### src/rtl/ptsr_pkg.sv
`default_nettype none

package ptsr_pkg;

    // Default geometry
    localparam int PATTERN_BYTES_DEF = 4096;
    localparam int FRAME_LINES_DEF   = 224;

    // Field and bus widths
    localparam int PATTERN_ADDR_W = 12;
    localparam int S_TDATA_W      = 72;
    localparam int M_TDATA_W      = 40;
    localparam int COLOR_W        = 24;
    localparam int TILE_ROWS      = 8;

    // Sprite vertical window and the attribute code that forces color zero
    localparam logic [7:0] SPRITE_Y_FIRST    = 8'd8;
    localparam logic [7:0] SPRITE_Y_END      = 8'd232;
    localparam logic [1:0] SPRITE_FORCE_ZERO = 2'b11;

    // Palette reset colors
    localparam logic [COLOR_W-1:0] COLOR_ZERO_RST  = 24'h000001;
    localparam logic [COLOR_W-1:0] COLOR_ONE_RST   = 24'hF8F8F8;
    localparam logic [COLOR_W-1:0] COLOR_TWO_RST   = 24'hF85898;
    localparam logic [COLOR_W-1:0] COLOR_THREE_RST = 24'hE40058;

    // Item kinds carried on s_tuser
    typedef enum logic [1:0] {
        CMD_LOAD   = 2'd0,
        CMD_TILE   = 2'd1,
        CMD_SPRITE = 2'd2
    } cmd_t;

    // Configuration register indexes
    typedef enum logic [1:0] {
        REG_COLOR_ZERO  = 2'd0,
        REG_COLOR_ONE   = 2'd1,
        REG_COLOR_TWO   = 2'd2,
        REG_COLOR_THREE = 2'd3
    } reg_index_t;

    typedef logic [3:0][COLOR_W-1:0] palette_t;

    // Draw item as latched at the input transfer
    typedef struct packed {
        logic [7:0] tile;
        logic       flip;
        logic       force0;
        logic       vis;
        logic [7:0] line_base;
        logic [7:0] col_base;
    } item_t;

    // One fetched pattern row, both planes
    typedef struct packed {
        logic       full;
        logic [7:0] plane0;
        logic [7:0] plane1;
    } row_buf_t;

endpackage

`default_nettype wire

### src/rtl/ptsr_pixel_serial.sv
`default_nettype none

module ptsr_pixel_serial #(
    parameter int FRAME_LINES = ptsr_pkg::FRAME_LINES_DEF
) (
    input  wire logic                           clk,
    input  wire logic                           rst_n,
    input  wire logic                           start,
    input  wire ptsr_pkg::item_t                item,
    input  wire ptsr_pkg::palette_t             palette,
    input  wire ptsr_pkg::row_buf_t             row_buf,
    output logic                                take,
    output logic                                done,
    output logic                                m_tvalid,
    input  wire logic                           m_tready,
    output logic [ptsr_pkg::M_TDATA_W-1:0]      m_tdata,  // pixel_addr[15:0], pixel_color[39:16]
    output logic [0:0]                          m_tuser,  // write_enable[0]
    output logic                                m_tlast
);

    logic [7:0]                        sh0_reg;
    logic [7:0]                        sh0_next;
    logic [7:0]                        sh1_reg;
    logic [7:0]                        sh1_next;
    logic [3:0]                        bits_reg;
    logic [3:0]                        bits_next;
    logic [3:0]                        lrow_reg;
    logic [3:0]                        lrow_next;
    logic                              out_valid_reg;
    logic [ptsr_pkg::M_TDATA_W-1:0]    out_data_reg;
    logic                              out_we_reg;
    logic                              out_last_reg;
    logic                              pix_valid;
    logic                              load_out;
    logic [2:0]                        row_i;
    logic [2:0]                        col_c;
    logic [7:0]                        line;
    logic [8:0]                        colx;
    logic                              we;
    logic [1:0]                        idx;
    logic [ptsr_pkg::COLOR_W-1:0]      color;
    logic                              pix_last;

    // Move a pixel into the output register when it is empty or being drained
    assign pix_valid = (bits_reg != 4'd0);
    assign load_out  = pix_valid && (!out_valid_reg || m_tready);
    assign take      = row_buf.full && ((bits_reg == 4'd0) || (load_out && (bits_reg == 4'd1)));

    // Pixel position: row from rows loaded, column from bits left
    assign row_i = 3'(lrow_reg - 4'd1);
    assign col_c = 3'(bits_reg - 4'd1);
    assign line  = item.line_base + 8'(row_i);
    assign colx  = {1'b0, item.col_base} + 9'(col_c);
    assign we    = item.vis && (line < 8'(FRAME_LINES)) && !colx[8];

    // Palette index from the low bit of each plane, or zero for force-zero sprites
    assign idx      = item.force0 ? 2'd0 : {sh1_reg[0], sh0_reg[0]};
    assign color    = palette[idx];
    assign pix_last = (lrow_reg == 4'(ptsr_pkg::TILE_ROWS)) && (bits_reg == 4'd1);
    assign done     = load_out && pix_last;

    // Shift the planes out one bit per pixel, reload at each row boundary
    always_comb
    begin
        sh0_next  = sh0_reg;
        sh1_next  = sh1_reg;
        bits_next = bits_reg;
        lrow_next = lrow_reg;
        if (take)
        begin
            sh0_next  = row_buf.plane0;
            sh1_next  = row_buf.plane1;
            bits_next = 4'd8;
            lrow_next = lrow_reg + 4'd1;
        end
        else if (load_out)
        begin
            sh0_next  = {1'b0, sh0_reg[7:1]};
            sh1_next  = {1'b0, sh1_reg[7:1]};
            bits_next = bits_reg - 4'd1;
        end
        if (start)
        begin
            lrow_next = 4'd0;
        end
    end

    always_ff @(posedge clk or negedge rst_n)
    begin
        if (!rst_n)
        begin
            bits_reg      <= 4'd0;
            lrow_reg      <= 4'd0;
            out_valid_reg <= 1'b0;
        end
        else
        begin
            bits_reg <= bits_next;
            lrow_reg <= lrow_next;
            if (load_out)
            begin
                out_valid_reg <= 1'b1;
            end
            else if (m_tready)
            begin
                out_valid_reg <= 1'b0;
            end
        end
    end

    // Shift registers and output payload
    always_ff @(posedge clk)
    begin
        sh0_reg <= sh0_next;
        sh1_reg <= sh1_next;
        if (load_out)
        begin
            out_data_reg <= we ? {color, line, colx[7:0]} : '0;
            out_we_reg   <= we;
            out_last_reg <= pix_last;
        end
    end

    assign m_tvalid   = out_valid_reg;
    assign m_tdata    = out_data_reg;
    assign m_tuser[0] = out_we_reg;
    assign m_tlast    = out_last_reg;

endmodule

`default_nettype wire

### config.mk
export PLATFORM = sky130hd
export DESIGN_NAME = ptsr_pixel_serial
export DESIGN_NICKNAME = d
export VERILOG_FILES = /design/src/rtl/ptsr_pkg.sv /design/src/rtl/ptsr_pixel_serial.sv
export SDC_FILE = /design/constraint.sdc
export NUM_CORES = 1
export LEC_CHECK = 0
export ABC_AREA = 1
export BUFFER_PORTS_ARGS = -buffer_cell sky130_fd_sc_hd__clkbuf_2
export CAP_MARGIN = 20
export CORE_MARGIN = 2
export CORE_UTILIZATION = 43
export DETAILED_ROUTE_END_ITERATION = 12
export HOLD_SLACK_MARGIN = 0.12
export PLACE_DENSITY = 0.78
export SYNTH_ARGS = -nofsm -noshare
export SYNTH_HDL_FRONTEND = slang
export SYNTH_SLANG_ARGS = --single-unit
### constraint.sdc
create_clock -name clk -period 2.1 [get_ports clk]
set_input_delay 0.105 -clock clk [delete_from_list [all_inputs] [get_ports clk]]
set_output_delay 0.105 -clock clk [all_outputs]
set_load 0.01 [all_outputs]
==> results of run 1 <==
what timing repair did:
item / in CTS / in global routing
pin swaps: 2 / 15
setup endpoints to repair: 40 / 42
buffers inserted: 7 / 7
cloned: 2 / 1
endpoints found under the hold margin: 31 / 0
hold buffers: 21 / 0
resized for setup: 18 / 18
per-layer routing:
| layer | GRT usage [%] | wire length (um) | vias up |
|---|---|---|---|
| li1 | - | - | 2023 |
| met4 | 7.80 | 248 | 0 |
| met3 | 4.07 | 714 | 30 |
| met5 | 0 | 0 | - |
| met1 | 24.4 | 4540 | 1894 |
| met2 | 40.9 | 6090 | 162 |
critical path, delay by kind of cell, from the launching register on:
kind | cells | cell delay, ps
adder cells (fa/ha/maj) | 2 | 400
buffers and inverters | 3 | 350
AND/OR/NAND/NOR | 3 | 290
flip-flops | 1 | 410
XOR/XNOR | 2 | 320
AO/OA/AOI/OAI | 1 | 220
logic make-up (layout without fill, tap and decap cells):
family / count (synthesis) / count (layout) / synth area share, %
xor+xnor: 13 / 13 / 2.80
compound gates: 83 / 83 / 11.9
fa+ha+maj: 14 / 14 / 4.68
flops: 67 / 67 / 48.4
buf+inv: 88 / 330 / 9.73
simple gates: 201 / 201 / 22.4
cell type report:
type	instances	area, um2
clock inverter	7	106
fill	718	3150
inverter	65	254
tap	111	139
timing repair buffer	249	1570
sequential	67	1970
multi-input combinational	311	1880
clock buffer	9	124
where the power goes:
group | switching (mW) | leakage [nW] | internal, mW | total, mW
Sequential | 0.189 | 0.713 | 2.24 | 2.43
Clock | 0.491 | 0.116 | 0.775 | 1.27
Combinational | 2.13 | 2.17 | 1.61 | 3.74
Total | 2.81 | 3.00 | 4.63 | 7.44
placed cells by master (no fill, tap or decap), types with 2 or more instances in the layout:
cell type        n
a21oi_1          2
xor2_1           6
fa_2             2
buf_6            2
clkinv_1         4
nand2_2         10
nand3_1         12
xnor2_1          5
nor2_4          11
nand3_2          5
o22ai_1         48
nor2_2           8
clkbuf_8         9
nand2_4          2
dfrtp_1          9
inv_2           11
inv_1           51
nand4_1          4
ha_1             5
nor2_1          77
clkbuf_2       179
buf_12           4
nand2_1         67
buf_4           41
nor3_1           2
ha_4             6
bufinv_16        3
edfxtp_1        58
o21ai_0         28
o21ai_1          2
dlygate4sd3_1   21
final timing paths:
path	to	cells after the start	from	slack, ps
max	m_tdata[7]	11	bits_reg[0]	-120
min	m_tvalid	2	rst_n	150
max reg2reg	m_tdata[7]	11	bits_reg[0]	-120
min reg2reg	bits_reg[3]	2	bits_reg[3]	510
max in group asynchronous	lrow_reg[3]	2	rst_n	1760
min in group clk	m_tdata[4]	4	item[4]	170
per-stage QoR:
step                setup TNS, ps  setup slack [ps]  utilization, %  hold slack, ps
finish                      -2770              -123            65.7             149
global route                -7610              -223            65.7             189
CTS                         -3480              -113            63.9             139
detailed placement          -6960              -215            57.5           -25.0
global placement            -2600             -82.8            57.5           -27.4
floorplan                    -506             -57.9               -            -191
cells in the mapped netlist:
master and count:
nor2_2 3, nand3_1 16, buf_12 1, nand2_4 1, nand4_1 4, nand3b_1 1
xor2_1 7, clkinv_1 1, buf_4 4, o22ai_1 48, xnor2_1 6, inv_1 58
ha_1 12, inv_2 6, dfrtp_1 9, nand2_1 75, a21o_1 1, clkbuf_1 6
buf_6 3, buf_2 9, nand3_2 2, o21ai_0 28, nor2_4 11, a21oi_1 2
nand2_2 4, o21a_1 1, nor2_1 82, fa_1 2, o21ai_2 1, o21ai_1 2
edfxtp_1 58, nor3_1 2
==> metrics.md, run 1 <==
| Metric | Value |
|---|---|
| Run status | complete, but fails checks |
| Total number of nets in the final design | 861 |
| Total power | 7.44 mW |
| Worst endpoint data arrival time | 2330 ps |
| Number of buffers inserted during clock tree synthesis | 9 |
| Clock transition at the register clock pins on the worst setup and hold paths after CTS | 70 ps |
| Largest buffer count on any clock path | 2 |
| I/O pin count | 189 |
| Clock tree skew after final layout | 10.3 ps |
| Post-route worst setup slack | -123 ps |
| Cell count after placement | 765 |
| Power per cell area | 1230 mW/mm2 |
| Number of nets produced by synthesis | 624 |
| Total number of vias | 4109 |
| Area share of the leading cell type in the synthesized netlist | 42.9% |
| Number of max-capacitance violations reported | 0 |
| Cell area reported after detailed placement | 0.00529 mm2 |
| Mean area per synthesized cell | 8.72 um2 |
| Antenna violations before repair | 0 |
| Cell chain of the critical path | inv_2, ha_4, xnor2_2, inv_2, ha_4, buf_4, a21oi_1, nand2_1, nand3_1, xor2_1, nor2_2 |
| Critical Path Slowest Stage Cell | dfrtp_1 |
| Maximum fanout encountered on the critical timing path | 4 |
| Failing checks | negative setup slack |
| Highest achievable clock rate | 450 MHz |
| Full die area | 0.0102 mm2 |
| Wire length after detailed routing | 11.6 mm |
| Area Growth Syn to Fin | 48.8% |
| X dimension of the die | 101 um |
| Root Buffer Master | clkbuf_8 |
| Startpoint-to-endpoint class of the critical path | reg -> reg |
| Crit. End Element | register |
| Chip height | 101 um |
| Number of H-tree branching levels | 3 |
| Clock period minus worst slack | 2220 ps |
| Synthesis warning total | 0 |
| Total half-perimeter wirelength after legalization and detailed placement | 8.04 mm |
| Worst setup SP type | register |
| Final number of hold-violating endpoints | 0 |
| Hold Crit Class | in -> async |
| Number of standard cells in the layout, taps in and fillers out | 819 |
| Number of distinct library cells after synthesis | 32 |
| Largest area contributor in the synthesized netlist | edfxtp_1 |
| Maximum resistive drop on vdd | 794 uV |
| Inserted Diodes | 0 |
| Skew-Pair Late Insertion Delay | 340 ps |
| Final design area excluding fillers | 0.00604 mm2 |
| Required time of the critical path | 2200 ps |
| Remaining antenna violation count after routing | 0 |
| Area of the mapped netlist | 0.00406 mm2 |
| Initial DRC Count | 170 |
| Worst slew margin relative to its limit | 66.9% |
| Buffers added on ports | 179 |
| Average via count per standard cell | 5.02 |
| Fraction of layout instances using a drive strength above 1 | 43.1% |
| Maximum number of pins on one net before global-route repair | 46 |
| DRC violations left | 0 |
| Largest cells by area after synthesis | edfxtp_1 43%, nor2_1 7.6%, o22ai_1 7.4%, nand2_1 6.9%, dfrtp_1 5.5% |
| Number of clock sinks seen by CTS | 67 |
| Tcrit/Tclk final | 106% |
| Detailed Routing Iterations Pass 1 | 4 |
| Sequential fraction of the synthesis area | 48.4% |
| Pin slew with the least headroom to its limit | 495 ps |
| Wire length of the first global-routing pass | 17.5 mm |
| Via count of the first global-routing pass | 3915 |
| Gate count after technology mapping | 466 |
| Register bit total from synthesis | 67 |
| Total core area | 0.00920 mm2 |
| Highest cell delay on the worst timing path | 410 ps |
| Unrepaired setup endpoints after global routing | true |
| Drt wl/cell | 14.1 um |
| Gp weighted congestion | 0.905 |
| TritonCTS clock tree | yes |
| Initial cell density of the core | 44.2% |
| Number of flip-flops under the largest register name | 40 |
| Leakage power summed over all cells | 3.00 nW |
| Combined global-route utilization of all metal layers | 21.8% |
| Std-Cell Rows | 35 |
| Final setup violating endpoints | 41 |
| Final-report max-slew violation count | 0 |
| Total grt overflow | 0 |
Power figures use the tool's default switching activity.
==> run 2, diff against run 1 <==
--- a/config.mk
+++ b/config.mk
@@ -6,7 +6,7 @@
 export NUM_CORES = 1
 export LEC_CHECK = 0
 export ABC_AREA = 1
-export BUFFER_PORTS_ARGS = -buffer_cell sky130_fd_sc_hd__clkbuf_2
+export BUFFER_PORTS_ARGS = -buffer_cell sky130_fd_sc_hd__buf_2
 export CAP_MARGIN = 20
 export CORE_MARGIN = 2
 export CORE_UTILIZATION = 43
==> run 2 against run 1 <==
Net effect: the flow still finishes with violations (negative setup slack); routed wire length rose by 0.62%; global-route usage rose by 0.094 points; non-clock buffer count shrank 4; largest power group unchanged; sequential share of layout area down 0.20 points; clock power decreased by 25%; first-iteration DRC count fell by 0.59%; register-to-register slack hardly changed; flip-flop and latch count unchanged; maximum frequency is essentially flat.
==> metrics.md, run 2 (synthesis results as in run 1) <==
| Metric | Value |
|---|---|
| Number of buffers inserted during clock tree synthesis | 9 (unchanged) |
| Total half-perimeter wirelength after legalization and detailed placement | 7.97 mm (-0.82%) |
| Busiest layer in global routing | met2 |
| Root Buffer Master | clkbuf_8 |
| Largest buffer count on any clock path | 2 (unchanged) |
| Number of flip-flops under the largest register name | 40 (unchanged) |
| Area taken by flip-flops and latches | 0.00197 mm2 (unchanged) |
| Worst slew margin relative to its limit | 67.9% (+0.95 points) |
| Maximum resistive drop on vdd | 910 uV (+15%) |
| Total number of nets in the final design | 857 (-0.46%) |
| Wire length after detailed routing | 11.7 mm (+0.62%) |
| Pin slew with the least headroom to its limit | 481 ps (-14.2 ps) |
| Final setup violating endpoints | 39 (-4.9%) |
| Inserted Diodes | 0 (unchanged) |
| Net switching power | 2.86 mW (+1.7%) |
| Run status | complete, but fails checks |
| Combined global-route utilization of all metal layers | 21.8% (+0.094 points) |
| Clock Power Share | 13.2% (-3.8 points) |
| Skew-Pair Late Insertion Delay | 340 ps (about the same) |
| Detailed Routing Iterations Pass 1 | 4 (unchanged) |
| Via count of the first global-routing pass | 3990 (+1.9%) |
| Total number of vias | 4088 (-0.51%) |
| Leakage power summed over all cells | 2.95 nW (-1.9%) |
| Fill cell total of the finished layout | 729 (+1.5%) |
| Remaining antenna violation count after routing | 0 (unchanged) |
| Total grt overflow | 0 (unchanged) |
| Full die area | 0.0102 mm2 (unchanged) |
| Post-route core utilization | 66.1% (+0.41 points) |
| Gp weighted congestion | 0.917 (+1.3%) |
| Maximum number of pins on one net before global-route repair | 49 (+6.5%) |
| Final number of hold-violating endpoints | 0 (unchanged) |
| Highest achievable clock rate | 449 MHz (about the same) |
| Unrepaired setup endpoints after global routing | true |
| I/O pin count | 189 (unchanged) |
| Required time of the critical path | 2200 ps (about the same) |
| TritonCTS clock tree | yes |
| Hold Crit Class | in -> async |
| Maximum fanout encountered on the critical timing path | 8 (+4) |
| Startpoint-to-endpoint class of the critical path | reg -> reg |
| Wire length of the first global-routing pass | 17.5 mm (about the same) |
| Commonest non-fill, non-tap cell in the layout | buf_2 |
| Number of max-capacitance violations reported | 0 (unchanged) |
| X dimension of the die | 101 um (unchanged) |
| Std-Cell Rows | 35 (unchanged) |
| Clock transition at the register clock pins on the worst setup and hold paths after CTS | 80 ps (about the same) |
| Footprint of the multi-input gates | 0.00199 mm2 (+5.5%) |
| Worst endpoint data arrival time | 2330 ps (about the same) |
| Crit. End Element | register |
| Drt wl/cell | 14.3 um (+1.1%) |
| Commonest cells after routing, fill and taps aside | 179 x buf_2, 64 x nand2_1, 61 x nor2_1, 58 x edfxtp_1, 50 x inv_1 |
| Internal Dissipation | 4.31 mW (-6.8%) |
| Gate power share | 53.0% (+2.7 points) |
| Clock tree skew after final layout | 10.6 ps (+0.281 ps) |
| Number of clock sinks seen by CTS | 67 (unchanged) |
| Post-route worst setup slack | -125 ps (-1.74 ps) |
| Failing checks | negative setup slack |
| Met3 Use GR | 4.55% (+0.48 points) |
| Buffers added on ports | 179 (unchanged) |
| DRC violations left | 0 (unchanged) |
| Area Growth Syn to Fin | 49.7% |
| Total core area | 0.00920 mm2 (unchanged) |
| Initial cell density of the core | 44.2% (unchanged) |
| Number of standard cells in the layout, taps in and fillers out | 815 (-0.49%) |
| Cell count after placement | 766 (+0.13%) |
| Proportion of total power due to net switching | 39.9% (+2.1 points) |
| Antenna violations before repair | 0 (unchanged) |
| Chip height | 101 um (unchanged) |
| Fraction of layout instances using a drive strength above 1 | 46.0% (+2.9 points) |
| Power per cell area | 1180 mW/mm2 (-4.2%) |
| Worst setup SP type | register |
| Average via count per standard cell | 5.02 (about the same) |
| Initial DRC Count | 169 (-0.59%) |
| Met2 layer usage reported by global route | 42.4% (+1.5 points) |
| Number of H-tree branching levels | 3 (unchanged) |
| Clock period minus worst slack | 2220 ps (+1.74 ps) |
| Sequential share of power | 33.8% (+1.2 points) |
| Final-report max-slew violation count | 0 (unchanged) |
| Met1 usage | 22.8% (-1.6 points) |
| Tcrit/Tclk final | 106% (about the same) |
run 2: cell types whose count changed in the layout (fill, tap and decap cells not counted), sizes merged:
cell	previous run	this run
clkinv	5	4
dlygate4sd3	21	20
clkinvlp	0	3
buf	48	224
clkbuf	189	11
bufinv	3	0
run 2: cell type report:
type	instances	share of cell area, %
clock inverters	6	0.679
flip-flops and latches	67	32.4
inverters	65	4.14
clock buffers	10	2.26
well taps	111	2.28
multi-input cells	311	32.7
repair buffers	245	25.6
run 2: power by group through the flow:
stage          clock network [mW]  logic (mW)  registers, mW
2_1_floorplan                   0        1.91           2.64
3_3_place_gp                    0        3.22           2.41
3_5_place_dp                    0        3.35           2.44
4_1_cts                     0.982        3.48           2.42
5_1_grt                      1.04        4.17           2.47
6_report                    0.949        3.80           2.42
run 2: timing repair:
action,in CTS,in global routing
cloned,3,1
endpoints found under the hold margin,30,0
hold buffers,20,0
resized for setup,16,50
setup buffers,5,5
pin swaps,3,11
endpoints found under the setup margin,40,42
run 2: critical path: stages, from the launching register on:
cell and delay, ps:
dfrtp_1 370, inv_2 70, ha_4 290, inv_4 40
fa_2 360, nand2_2 90, nand2_4 60, nand2_2 60
nand2_2 60, nand2_4 80, nand3_4 100, nand2_8 150
clkbuf_16 190, nor2_1 50
run 2: metal layers:
metal	wire length [um]	part of all wire, %
met3	749	6.4
met5	0	0
met4	229	2.0
met1	4440	38
met2	6240	54
run 2: per-stage QoR:
| step | hold slack, ps | setup WS [ps] | power [mW] | cell area [um2] | setup TNS, ps |
|---|---|---|---|---|---|
| floorplan | -191 | -57.9 | 4.55 | 4120 | -506 |
| global placement | -33.6 | -73.6 | 5.63 | 5300 | -2270 |
| finish | 167 | -125 | 7.17 | 6080 | -3250 |
| CTS | 131 | -102 | 6.88 | 5830 | -2780 |
| global route | 172 | -228 | 7.68 | 6080 | -7740 |
| detailed placement | -29.3 | -156 | 5.79 | 5300 | -5060 |
run 2: worst paths after layout:
| path | startpoint | endpoint | slack, ps | cells after the start |
|---|---|---|---|---|
| setup reg to reg | lrow_reg[1] | m_tdata[23] | -120 | 13 |
| setup / recovery | lrow_reg[1] | m_tdata[23] | -120 | 13 |
| hold / removal | rst_n | m_tvalid | 170 | 2 |
| hold reg to reg | sh1_reg[1] | sh1_reg[0] | 520 | 2 |
| max in group asynchronous | rst_n | lrow_reg[0] | 1740 | 2 |
| min in group clk | item[7] | m_tdata[7] | 170 | 3 |
