<file path="config.mk">
export PLATFORM = sky130hd
export DESIGN_NAME = ptsr_row_fetch
export DESIGN_NICKNAME = d
export VERILOG_FILES = /design/src/rtl/ptsr_pkg.sv /design/src/rtl/ptsr_row_fetch.sv
export SDC_FILE = /design/constraint.sdc
export NUM_CORES = 1
export LEC_CHECK = 0
export BUFFER_PORTS_ARGS = -buffer_cell sky130_fd_sc_hd__buf_2
export CAP_MARGIN = 20
export CORE_ASPECT_RATIO = 0.7
export CORE_MARGIN = 4
export CORE_UTILIZATION = 42
export DETAILED_ROUTE_END_ITERATION = 16
export PLACE_DENSITY_LB_ADDON = 0.12
export SKIP_LAST_GASP = 1
export SLEW_MARGIN = 30
export SYNTH_ARGS = -nofsm -noshare
export SYNTH_HDL_FRONTEND = slang
export SYNTH_SLANG_ARGS = --single-unit
</file>
<file path="constraint.sdc">
create_clock -name clk -period 3.1 [get_ports clk]
set_input_delay 0.465 -clock clk [delete_from_list [all_inputs] [get_ports clk]]
set_output_delay 0.465 -clock clk [all_outputs]
set_load 0.03 [all_outputs]
</file>
<file path="src/rtl/ptsr_pkg.sv">
`default_nettype none

package ptsr_pkg;

    // Default geometry
    localparam int PATTERN_BYTES_DEF = 4096;
    localparam int FRAME_LINES_DEF   = 224;

    // Field and bus widths
    localparam int PATTERN_ADDR_W = 12;
    localparam int S_TDATA_W      = 72;
    localparam int M_TDATA_W      = 40;
    localparam int COLOR_W        = 24;
    localparam int TILE_ROWS      = 8;

    // Sprite vertical window and the attribute code that forces color zero
    localparam logic [7:0] SPRITE_Y_FIRST    = 8'd8;
    localparam logic [7:0] SPRITE_Y_END      = 8'd232;
    localparam logic [1:0] SPRITE_FORCE_ZERO = 2'b11;

    // Palette reset colors
    localparam logic [COLOR_W-1:0] COLOR_ZERO_RST  = 24'h000001;
    localparam logic [COLOR_W-1:0] COLOR_ONE_RST   = 24'hF8F8F8;
    localparam logic [COLOR_W-1:0] COLOR_TWO_RST   = 24'hF85898;
    localparam logic [COLOR_W-1:0] COLOR_THREE_RST = 24'hE40058;

    // Item kinds carried on s_tuser
    typedef enum logic [1:0] {
        CMD_LOAD   = 2'd0,
        CMD_TILE   = 2'd1,
        CMD_SPRITE = 2'd2
    } cmd_t;

    // Configuration register indexes
    typedef enum logic [1:0] {
        REG_COLOR_ZERO  = 2'd0,
        REG_COLOR_ONE   = 2'd1,
        REG_COLOR_TWO   = 2'd2,
        REG_COLOR_THREE = 2'd3
    } reg_index_t;

    typedef logic [3:0][COLOR_W-1:0] palette_t;

    // Draw item as latched at the input transfer
    typedef struct packed {
        logic [7:0] tile;
        logic       flip;
        logic       force0;
        logic       vis;
        logic [7:0] line_base;
        logic [7:0] col_base;
    } item_t;

    // One fetched pattern row, both planes
    typedef struct packed {
        logic       full;
        logic [7:0] plane0;
        logic [7:0] plane1;
    } row_buf_t;

endpackage

`default_nettype wire

</file>
<file path="src/rtl/ptsr_row_fetch.sv">
`default_nettype none

module ptsr_row_fetch (
    input  wire logic                                clk,
    input  wire logic                                rst_n,
    input  wire logic                                start,
    input  wire logic                                active,
    input  wire ptsr_pkg::item_t                     item,
    input  wire logic                                take,
    input  wire logic [7:0]                          rd_data,
    output logic                                     rd_en,
    output logic      [ptsr_pkg::PATTERN_ADDR_W-1:0] rd_addr,
    output ptsr_pkg::row_buf_t                       row_buf
);

    typedef enum logic [2:0] {
        FS_WAIT    = 3'b001,
        FS_PLANE1  = 3'b010,
        FS_CAPTURE = 3'b100
    } fetch_state_t;

    fetch_state_t state_reg;
    fetch_state_t state_next;
    logic [3:0]   frow_reg;
    logic [3:0]   frow_next;
    logic         nfull_reg;
    logic         nfull_next;
    logic [7:0]   nb0_reg;
    logic [7:0]   nb0_next;
    logic [7:0]   nb1_reg;
    logic [7:0]   nb1_next;
    logic [2:0]   src_row;
    logic         plane_sel;
    logic         issue_ok;

    // Source row, flipped for mirrored sprites; address is tile*16 + plane*8 + row
    assign src_row   = item.flip ? ~frow_reg[2:0] : frow_reg[2:0];
    assign plane_sel = (state_reg == FS_PLANE1);
    assign rd_addr   = {item.tile, plane_sel, src_row};
    assign issue_ok  = active && !frow_reg[3] && !nfull_reg;
    assign rd_en     = ((state_reg == FS_WAIT) && issue_ok) || (state_reg == FS_PLANE1);

    // Fetch sequencer: issue plane 0, issue plane 1, capture both
    always_comb
    begin
        state_next = state_reg;
        frow_next  = frow_reg;
        nfull_next = nfull_reg;
        nb0_next   = nb0_reg;
        nb1_next   = nb1_reg;
        if (take)
        begin
            nfull_next = 1'b0;
        end
        unique case (state_reg)
            FS_WAIT:
            begin
                if (issue_ok)
                begin
                    state_next = FS_PLANE1;
                end
            end
            FS_PLANE1:
            begin
                nb0_next   = rd_data;
                state_next = FS_CAPTURE;
            end
            FS_CAPTURE:
            begin
                nb1_next   = rd_data;
                nfull_next = 1'b1;
                frow_next  = frow_reg + 4'd1;
                state_next = FS_WAIT;
            end
            default:
            begin
                state_next = FS_WAIT;
            end
        endcase
        if (start)
        begin
            frow_next  = 4'd0;
            nfull_next = 1'b0;
        end
    end

    always_ff @(posedge clk or negedge rst_n)
    begin
        if (!rst_n)
        begin
            state_reg <= FS_WAIT;
            frow_reg  <= 4'(ptsr_pkg::TILE_ROWS);
            nfull_reg <= 1'b0;
        end
        else
        begin
            state_reg <= state_next;
            frow_reg  <= frow_next;
            nfull_reg <= nfull_next;
        end
    end

    // Row buffer payload
    always_ff @(posedge clk)
    begin
        nb0_reg <= nb0_next;
        nb1_reg <= nb1_next;
    end

    assign row_buf.full   = nfull_reg;
    assign row_buf.plane0 = nb0_reg;
    assign row_buf.plane1 = nb1_reg;

endmodule

`default_nettype wire

</file>
==> flow_summary_export.csv, run 1 <==
group,metric,value,unit
clock_tree,clock_latency,0.30,ns
timing,slew_viol_final,0,
setup_path,critPathBufInv,1,
global_routing,grt_max_degree,14,
worst_hold_path,hold_class,"input pin to flop",
synthesis,synth.area.top_cells,"edfxtp_1 (50%), dfrtp_1 (16%), buf_4 (7.9%), dfstp_2 (5.5%), xor2_1 (2.8%)",
layout,instances_no_fill,124,
routing,vias,546,
routing,avgRoutedWirePerCell,11.9,um
clock_tree,cts-root-buf,"clkbuf_4",
setup_path,crit_slowest_cell,"or4b_1",
power_and_ir_drop,intPower,515,uW
clock_tree,post_cts_buffers,0,
global_routing,first_global_vias,447,
clock_tree,cts.sink_count,24,
routing,drtPass1Iterations,4,
power_and_ir_drop,pwr-share-comb,22.3,%
routing,drt-total-wl,1470,um
floorplan,die_h,47.9,um
setup_path,cp.arrival,1.83,ns
power_and_ir_drop,ir_drop,0.351,mV
timing,final_hold_viol_count,0,
floorplan,start_util,44.3,%
layout,nFillCells,199,
layout,multiInputGateArea,191,um^2
synthesis,yosysMostFrequentCell,"edfxtp_1",
global_routing,gr-total-overflow,0,
power_and_ir_drop,powerDensity,635,mW/mm^2
synthesis,synth.avg_cell_area,15.9,um^2
synthesis,netlist_area,953,um^2
synthesis,synth_top_area_share,50.4,%
floorplan,rows,14,
layout,fin_nets,134,
setup_path,cp_data_required_time,2.63,ns
synthesis,yosysWarningCount,0,
synthesis,ys_types,19,
synthesis,ys_seq_area_share,71.7,%
placed_design,detailed_place_hpwl,1150,um
routing,drtAntennaViolNets,0,
global_routing,antenna_found_initial,0,
synthesis,async_flop_share,33.3,%
clock_tree,clock_path_buffers,2,
timing,setup_viol_count_final,0,
setup_path,crit_type,"flop to primary output",
synthesis,synth-main-ff-cell,"edfxtp_1",
power_and_ir_drop,p_leak,0.503,nW
clock_tree,cts_tree,"done",
layout,diodes,0,
timing,min_period,2.29,ns
routing,drt_iter0_markers,16,
synthesis,yosys.area.top_type,"edfxtp_1",
clock_tree,htreeDepth,1,
synthesis,synthCells,60,
timing,finClkSkew,0.00360,ns
clock_tree,cts-buffers-inserted,3,
timing,worst_slew_pin_slew,0.503,ns
timing,period_share,73.9,%
synthesis,syn-num-nets,101,
placed_design,dp_cells,119,
placed_design,portBuffers,35,
setup_path,cp-end-kind,"primary output",
timing,maxSlewHeadroom,66.3,%
power_and_ir_drop,seq_power_share,56.8,%
power_and_ir_drop,power.switching,219,uW
global_routing,grt_pass1_wl,2020,um
synthesis,synth_edf_count,16,
timing,rsz0062_at_grt,"false",
setup_path,cp_top_family,"simple AND/OR/NAND/NOR gates",
synthesis,ys_ff_latch,24,
clock_tree,post_cts_resized,0,
routing,vias_per_cell,4.40,
power_and_ir_drop,clkPwrFrac,21.0,%
layout,syn_to_final_growth,21.1,%
synthesis,yosys-top-cells-count,"edfxtp_1 (16), buf_4 (10), dfrtp_1 (6), nor2_1 (6)",
job,drv_cap,0,
status,status,"finished, final reports clean",
floorplan,fp.coreArea,0.00215,mm^2
layout,drive_gt1_share,50.0,%
power_and_ir_drop,sw_frac_of_total,29.8,%
setup_path,path_max_fanout,6,
timing,tns,0,ns
layout,seqCellArea,683,um^2
floorplan,pin_count,70,
floorplan,die-width,64.9,um
setup_path,worstPathCellList,"or4b_1, nor3b_2, or2_1, buf_2",
global_routing,grt_use_total,9.12,%
placed_design,gp_congestion,0.654,
floorplan,die_area,0.00311,mm^2
clock_tree,clkTransAtPathRegs,0.12,ns
routing,drc,0,
setup_path,crit_path_max_incr_delay,0.55,ns
setup_path,worstSetupStartpointType,"flop",
timing,fmax,436,MHz
worst register-to-register path, delay by kind of cell (launching register included):
kind                   cells  cell delay (ns)
buffers and inverters      1             0.26
flip-flops                 1             0.46
AND/OR/NAND/NOR            1             0.46
per-layer routing:
metal / share of wire [%] / GRT usage [%] / vias up
li1: - / - / 267
met1: 42 / 11.4 / 255
met2: 48 / 14.2 / 22
met3: 9.8 / 4.69 / 2
met4: 0.41 / 2.52 / 0
met5: 0 / 0 / -
worst paths after layout:
path | from | endpoint | slack [ns] | cells after the start
min in group asynchronous | rst_n | nfull_reg$_DFFE_PN0P_ | 0.53 | 2
setup reg to reg | state_reg[1]$_DFFE_PN0P_ | nb1_reg[7]$_DFFE_PN_ | 1.64 | 2
hold reg to reg | state_reg[2]$_DFFE_PN0P_ | state_reg[2]$_DFFE_PN0P_ | 0.54 | 1
setup / recovery | state_reg[2]$_DFFE_PN0P_ | rd_en | 0.81 | 4
max in group asynchronous | rst_n | frow_reg[3]$_DFFE_PN1P_ | 2.34 | 2
hold / removal | rd_data[4] | nb0_reg[4]$_DFFE_PN_ | 0.34 | 1
logic make-up after synthesis:
group | Yosys count | synth area share [%]
buffers and inverters | 11 | 8.27
adders and majority gates | 1 | 1.31
muxes | 2 | 2.23
DFF | 24 | 71.7
AOI/OAI and AO/OA | 1 | 0.524
and+or+nand+nor | 16 | 11.4
xor gates and xnor gates | 5 | 4.59
timing repair:
item	CTS	global route
hold buffers	1	0
setup endpoints to repair	0	0
endpoints found under the hold margin	6	0
layout by cell type (no fill, tap or decap):
master         instances
buf_2                 35
edfxtp_1              16
nor2_1                 6
dfrtp_1                6
xor2_1                 3
nor3b_1                3
clkbuf_4               3
nor3b_2                2
xnor2_1                2
dfstp_2                2
buf_4                  2
or4b_1                 1
or2_1                  1
nor2b_1                1
nand4_1                1
mux2_2                 1
inv_1                  1
a21oi_1                1
nor4bb_1               1
mux2i_1                1
ha_1                   1
clkbuf_8               1
dlygate4sd3_1          1
power groups by stage:
stage / Sequential [mW] / Combinational [mW] / Clock, mW
after floorplan: 0.455 / 0.0979 / 0
after global placement: 0.422 / 0.165 / 0
after detailed placement: 0.423 / 0.166 / 0
after CTS: 0.416 / 0.166 / 0.160
after global routing: 0.421 / 0.176 / 0.173
final: 0.417 / 0.163 / 0.154
final cells by class:
class / count / share of cell area, %
clock buffers: 4 / 3.14
repair buffers: 38 / 17.3
inverters: 1 / 0.325
well taps: 32 / 3.47
flip-flops and latches: 24 / 59.2
multi-input cells: 25 / 16.6
through the flow:
stage	total power [mW]	setup slack, ns	util, %	hold slack [ns]	area [um^2]
6_report	0.734	0.809	53.6	0.339	1150
5_1_grt	0.770	0.704	53.6	0.316	1150
4_1_cts	0.743	0.796	53.6	0.331	1150
3_5_place_dp	0.589	1.13	51.5	0.319	1110
3_3_place_gp	0.587	1.13	51.5	0.321	1110
2_1_floorplan	0.553	1.23	-	0.169	953
No activity file was read; power rests on OpenSTA's default activity.
==> run 2, diff against run 1 <==
--- a/config.mk
+++ b/config.mk
@@ -5,11 +5,12 @@
 export SDC_FILE = /design/constraint.sdc
 export NUM_CORES = 1
 export LEC_CHECK = 0
+export ABC_AREA = 1
 export BUFFER_PORTS_ARGS = -buffer_cell sky130_fd_sc_hd__buf_2
 export CAP_MARGIN = 20
 export CORE_ASPECT_RATIO = 0.7
 export CORE_MARGIN = 4
-export CORE_UTILIZATION = 42
+export CORE_UTILIZATION = 36
 export DETAILED_ROUTE_END_ITERATION = 16
 export PLACE_DENSITY_LB_ADDON = 0.12
 export SKIP_LAST_GASP = 1
==> constraint.sdc (replaced) <==
create_clock -name clk -period 2.05 [get_ports clk]
set_input_delay 0.3075 -clock clk [delete_from_list [all_inputs] [get_ports clk]]
set_output_delay 0.3075 -clock clk [all_outputs]
set_load 0.03 [all_outputs]
==> flow_summary_export.csv, run 2 <==
group,metric,value,unit
synthesis,ys_types,20,
placed_design,dp_cells,133,
worst_hold_path,min_path_cells,2,
synthesis,yosys.area.top_type,"edfxtp_1",
floorplan,die-width,70.4,um
setup_path,path_max_fanout,6,
timing,period_share,82.7,%
worst_hold_path,hp-start,"start",
global_routing,antenna_found_initial,0,
job,drv_cap,0,
timing,final_hold_viol_count,0,
synthesis,yosysMostFrequentCell,"edfxtp_1",
synthesis,yosysWarningCount,0,
timing,finClkSkew,0.00406,ns
routing,vias_per_cell,4.34,
placed_design,portBuffers,35,
routing,drt_iter0_markers,15,
clock_tree,cts-root-buf,"clkbuf_8",
power_and_ir_drop,power,1.30,mW
setup_path,cp_data_required_time,1.74,ns
setup_path,rrSetupSlack,0.76,ns
clock_tree,cts_tree,"done",
setup_path,cp-end-kind,"primary output",
setup_path,worstReg2RegStart,"state_reg[1]$_DFFE_PN0P_",
layout,layout_commonest_cell,"buf_2",
synthesis,netlist_area,982,um^2
power_and_ir_drop,ir_drop,0.564,mV
worst_hold_path,worstHoldEndpoint,"frow_reg[1]$_DFFE_PN0P_",
timing,rsz0062_at_grt,"false",
layout,diodes,0,
setup_path,worstSetupStartpointType,"flop",
floorplan,start_util,38.8,%
routing,drc,0,
clock_tree,hold_buffers,1,
floorplan,fp.coreArea,0.00253,mm^2
floorplan,rows,15,
clock_tree,clock_latency,0.26,ns
timing,tns,0,ns
setup_path,crit_type,"flop to primary output",
timing,fmax,589,MHz
routing,drt-total-wl,1650,um
timing,worst_slew_pin_slew,0.394,ns
synthesis,ys_seq_area_share,69.6,%
synthesis,async_flop_share,33.3,%
clock_tree,cts-buffers-inserted,3,
power_and_ir_drop,p_leak,0.538,nW
layout,instances_no_fill,138,
clock_tree,cts.sink_count,24,
clock_tree,htreeDepth,1,
placed_design,gp_congestion,0.660,
layout,utilization,47.9,%
floorplan,die_area,0.00364,mm^2
timing,maxSlewHeadroom,73.7,%
power_and_ir_drop,powerDensity,1070,mW/mm^2
timing,slew_viol_final,0,
synthesis,syn-num-nets,114,
placed_design,detailed_place_hpwl,1280,um
routing,vias,599,
floorplan,pin_count,70,
clock_tree,clkTransAtPathRegs,0.08,ns
layout,final_cell_mix,"buf_2 (35), edfxtp_1 (16), nor2_1 (6), nand2_1 (6), dfrtp_1 (6)",
timing,setup_viol_count_final,0,
routing,drtAntennaViolNets,0,
global_routing,gr-total-overflow,0,
clock_tree,post_cts_resized,0,
timing,min_period,1.70,ns
synthesis,ys_ff_latch,24,
routing,drtPass1Iterations,4,
clock_tree,post_cts_buffers,0,
setup_path,rr_worst_depth,3,
setup_path,cp.arrival,1.39,ns
worst_hold_path,hold_class,"input pin to flop",
status,status,"finished, final reports clean",
layout,fin_nets,146,
clock_tree,clock_path_buffers,2,
layout,drive_gt1_share,50.0,%
synthesis,synth.area.top_cells,"edfxtp_1 (49%), dfrtp_1 (15%), buf_4 (7.6%), dfstp_2 (5.4%), xor2_1 (3.6%)",
synthesis,yosys-top-cells-count,"edfxtp_1 (16), buf_4 (10), dfrtp_1 (6), nand2_1 (6), nor2_1 (6)",
floorplan,die_h,51.7,um
routing,avgRoutedWirePerCell,11.9,um
setup_path,r2r-end,"nb1_reg[6]$_DFFE_PN_",
synthesis,synth.avg_cell_area,13.5,um^2
global_routing,grt_max_degree,15,
synthesis,synth_edf_count,16,
synthesis,synth-main-ff-cell,"edfxtp_1",
global_routing,first_global_vias,558,
global_routing,grt_pass1_wl,2680,um
layout,syn_to_final_growth,23.6,%
synthesis,synth_top_area_share,48.9,%
synthesis,synthCells,73,
global_routing,grt_use_total,9.84,%
run 2: layer usage:
metal / GRT usage, % / routed length [um]
met2: 14.9 / 752
met1: 11.2 / 675
met3: 5.60 / 199
met4: 4.78 / 21
met5: 0 / 0
run 2: cell type report:
| cell class | count | area (um^2) |
|---|---|---|
| Clock buffer | 3 | 41.3 |
| Fill cell | 238 | 1320 |
| Clock inverter | 1 | 30.0 |
| Inverter | 5 | 18.8 |
| Sequential cell | 24 | 683 |
| Tap cell | 34 | 42.5 |
| Multi-Input combinational cell | 34 | 205 |
| Timing Repair Buffer | 37 | 193 |
run 2: worst max path at each step:
| stage | start | to | slack, ns | cells after the start |
|---|---|---|---|---|
| 3_3_place_gp | state_reg[0]$_DFFE_PN1P_ | rd_en | 0.65 | 5 |
| 3_5_place_dp | state_reg[0]$_DFFE_PN1P_ | rd_en | 0.64 | 5 |
| 5_1_grt | state_reg[0]$_DFFE_PN1P_ | rd_en | 0.23 | 5 |
| 6_report | state_reg[0]$_DFFE_PN1P_ | rd_en | 0.35 | 5 |
| 2_1_floorplan | state_reg[2]$_DFFE_PN0P_ | nb0_reg[0]$_DFFE_PN_ | 0.60 | 1 |
| 4_1_cts | state_reg[0]$_DFFE_PN1P_ | rd_en | 0.33 | 5 |
run 2: worst max-delay path, cell delays in order, from the launching register on:
cell and delay [ns]:
dfstp_2 0.61, nand3b_1 0.11, nor2_2 0.12, nor2_2 0.06, inv_2 0.05, buf_2 0.18
run 2: where the power goes:
part	leakage (nW)	switching (mW)	internal (mW)
clock	0.0357	0.140	0.261
sequential	0.248	0.0400	0.586
combinational	0.254	0.193	0.0789
total	0.538	0.373	0.926
run 2: logic make-up (layout without fill, tap and decap cells):
kind of cell	after synthesis	in the layout	share of synthesized area, %
adders and majority gates	1	1	1.27
AOI/OAI and AO/OA	4	4	2.80
and+or+nand+nor	25	25	13.2
xor gates and xnor gates	4	4	3.57
DFF	24	24	69.6
buffers and inverters	15	46	9.55
run 2: stage by stage:
stage	cell area [um^2]	setup slack (ns)	hold WS, ns
floorplan	982	0.598	0.0119
global placement	1130	0.651	0.164
detailed placement	1130	0.643	0.160
CTS	1210	0.332	0.211
global route	1210	0.234	0.208
finish	1210	0.354	0.220
==> run 3, diff against run 2 <==
--- a/config.mk
+++ b/config.mk
@@ -5,12 +5,12 @@
 export SDC_FILE = /design/constraint.sdc
 export NUM_CORES = 1
 export LEC_CHECK = 0
-export ABC_AREA = 1
+export ABC_AREA = 0
 export BUFFER_PORTS_ARGS = -buffer_cell sky130_fd_sc_hd__buf_2
 export CAP_MARGIN = 20
 export CORE_ASPECT_RATIO = 0.7
 export CORE_MARGIN = 4
-export CORE_UTILIZATION = 36
+export CORE_UTILIZATION = 39
 export DETAILED_ROUTE_END_ITERATION = 16
 export PLACE_DENSITY_LB_ADDON = 0.12
 export SKIP_LAST_GASP = 1
==> constraint.sdc (replaced) <==
create_clock -name clk -period 1.65 [get_ports clk]
set_input_delay 0.2475 -clock clk [delete_from_list [all_inputs] [get_ports clk]]
set_output_delay 0.2475 -clock clk [all_outputs]
set_load 0.03 [all_outputs]
==> flow_summary_export.csv, run 3 (synthesis gave the netlist of run 1 again) <==
group,metric,value,unit
status,status,"finished with violations",
status,violations,"setup timing",
floorplan,die-width,67.1,um
timing,fin_hold_ws,0.135,ns
power_and_ir_drop,ir_drop,0.540,mV
routing,drt_iter0_markers,11,
layout,drive_gt1_share,56.1,%
job,drv_cap,0,
floorplan,rows,14,
layout,fin_area,0.00121,mm^2
routing,avgRoutedWirePerCell,12.6,um
clock_tree,cts-buffers-inserted,3,
timing,fmax,522,MHz
global_routing,first_global_vias,544,
timing,slew_viol_final,0,
layout,diodes,0,
clock_tree,htreeDepth,1,
clock_tree,cts_tree,"done",
layout,final_cell_mix,"buf_2 (34), edfxtp_1 (16), buf_4 (9)",
placed_design,place_area,0.00114,mm^2
layout,syn_to_final_growth,27.0,%
power_and_ir_drop,powerDensity,1170,mW/mm^2
setup_path,worstSetupStartpointType,"flop",
placed_design,portBuffers,35,
power_and_ir_drop,power,1.41,mW
routing,vias_per_cell,4.36,
placed_design,dpl_worst_slack,-0.0116,ns
layout,fin_nets,141,
floorplan,fp.coreArea,0.00224,mm^2
clock_tree,cts.sink_count,24,
floorplan,die_h,49.4,um
global_routing,grt_use_total,10.2,%
clock_tree,cts-root-buf,"clkbuf_4",
power_and_ir_drop,p_leak,0.538,nW
timing,worst_slew_pin_slew,0.490,ns
global_routing,grt_pass1_wl,2570,um
worst_hold_path,hp-start,"rd_data[6]",
timing,setup_viol_count_final,1,
timing,maxSlewHeadroom,67.2,%
timing,final_hold_viol_count,0,
routing,drtPass1Iterations,2,
setup_path,cp_data_required_time,1.40,ns
timing,rsz0062_at_grt,"true",
placed_design,detailed_place_hpwl,1280,um
floorplan,start_util,42.5,%
layout,utilization,54.0,%
routing,vias,567,
setup_path,crit_type,"flop to primary output",
layout,layout_commonest_cell,"buf_2",
setup_path,critPathLaunch,"frow_reg[3]$_DFFE_PN1P_",
setup_path,path_max_fanout,3,
floorplan,die_area,0.00331,mm^2
global_routing,antenna_found_initial,0,
placed_design,gp_congestion,0.695,
floorplan,pin_count,70,
timing,period_share,116,%
routing,drc,0,
setup_path,worstReg2RegStart,"frow_reg[3]$_DFFE_PN1P_",
timing,worst_slack,-0.265,ns
global_routing,gr-total-overflow,0,
worst_hold_path,hold_class,"input pin to flop",
timing,finClkSkew,0.00111,ns
setup_path,cp-end-kind,"primary output",
clock_tree,clkTransAtPathRegs,0.11,ns
clock_tree,clock_path_buffers,2,
routing,drtAntennaViolNets,0,
clock_tree,clock_latency,0.29,ns
global_routing,grt_max_degree,13,
routing,drt-total-wl,1640,um
setup_path,cp.arrival,1.67,ns
timing,min_period,1.92,ns
-- run 3: cell count changes in the layout (fill, tap and decap cells not counted), moves of 3 or more --
cell      change
nand2_1       -6
clkbuf_8      -3
clkbuf_4      +3
nand2_2       -3
nor3b_2       +3
buf_4         +8
inv_1         -3
nand3_1       -3
-- run 3: layer usage --
metal	part of all wire [%]	vias up	track usage, %
met5	0	-	0
met4	0.31	0	0.673
met3	12	2	6.68
met2	47	23	15.7
met1	41	261	12.4
li1	-	281	-
-- run 3: final timing paths --
kind | cells past startpoint | slack, ns | endpoint
max | 4 | -0.27 | rd_en
min | 1 | 0.14 | nb1_reg[6]$_DFFE_PN_
max reg2reg | 6 | 0.12 | state_reg[0]$_DFFE_PN1P_
min reg2reg | 2 | 0.58 | state_reg[2]$_DFFE_PN0P_
max in group asynchronous | 2 | 1.10 | state_reg[0]$_DFFE_PN1P_
min in group asynchronous | 2 | 0.31 | frow_reg[1]$_DFFE_PN0P_
-- run 3: what timing repair did --
item | CTS | global route
resized for setup | 3 | 1
hold endpoints to repair | 8 | 0
hold buffers | 1 | 0
setup buffers | 2 | 1
pin swaps | 3 | 3
endpoints found under the setup margin | 2 | 1
-- run 3: area by class of cell --
| class | instances | area, um^2 |
|---|---|---|
| clock buffer | 3 | 22.5 |
| fill | 209 | 1030 |
| inverter | 1 | 3.75 |
| multi-input combinational | 25 | 203 |
| sequential | 24 | 683 |
| tap | 32 | 40.0 |
| timing repair buffer | 45 | 259 |
-- run 3: where the power goes --
part / switching (mW) / total [mW] / internal, mW
clock network: 0.143 / 0.228 / 0.0849
registers: 0.0496 / 0.777 / 0.727
logic: 0.227 / 0.409 / 0.182
-- run 3: metrics by stage --
stage	setup TNS (ns)	std cells
5_1_grt	-0.345	130
4_1_cts	-0.308	129
3_3_place_gp	0	123
6_report	-0.265	130
2_1_floorplan	0	60
3_5_place_dp	-0.0116	123
-- run 3: worst max-delay path, stage by stage (launching register included) --
cell     delay (ns)
dfstp_2        0.39
or4b_4         0.53
nor3b_2        0.20
or2_4          0.14
buf_6          0.12
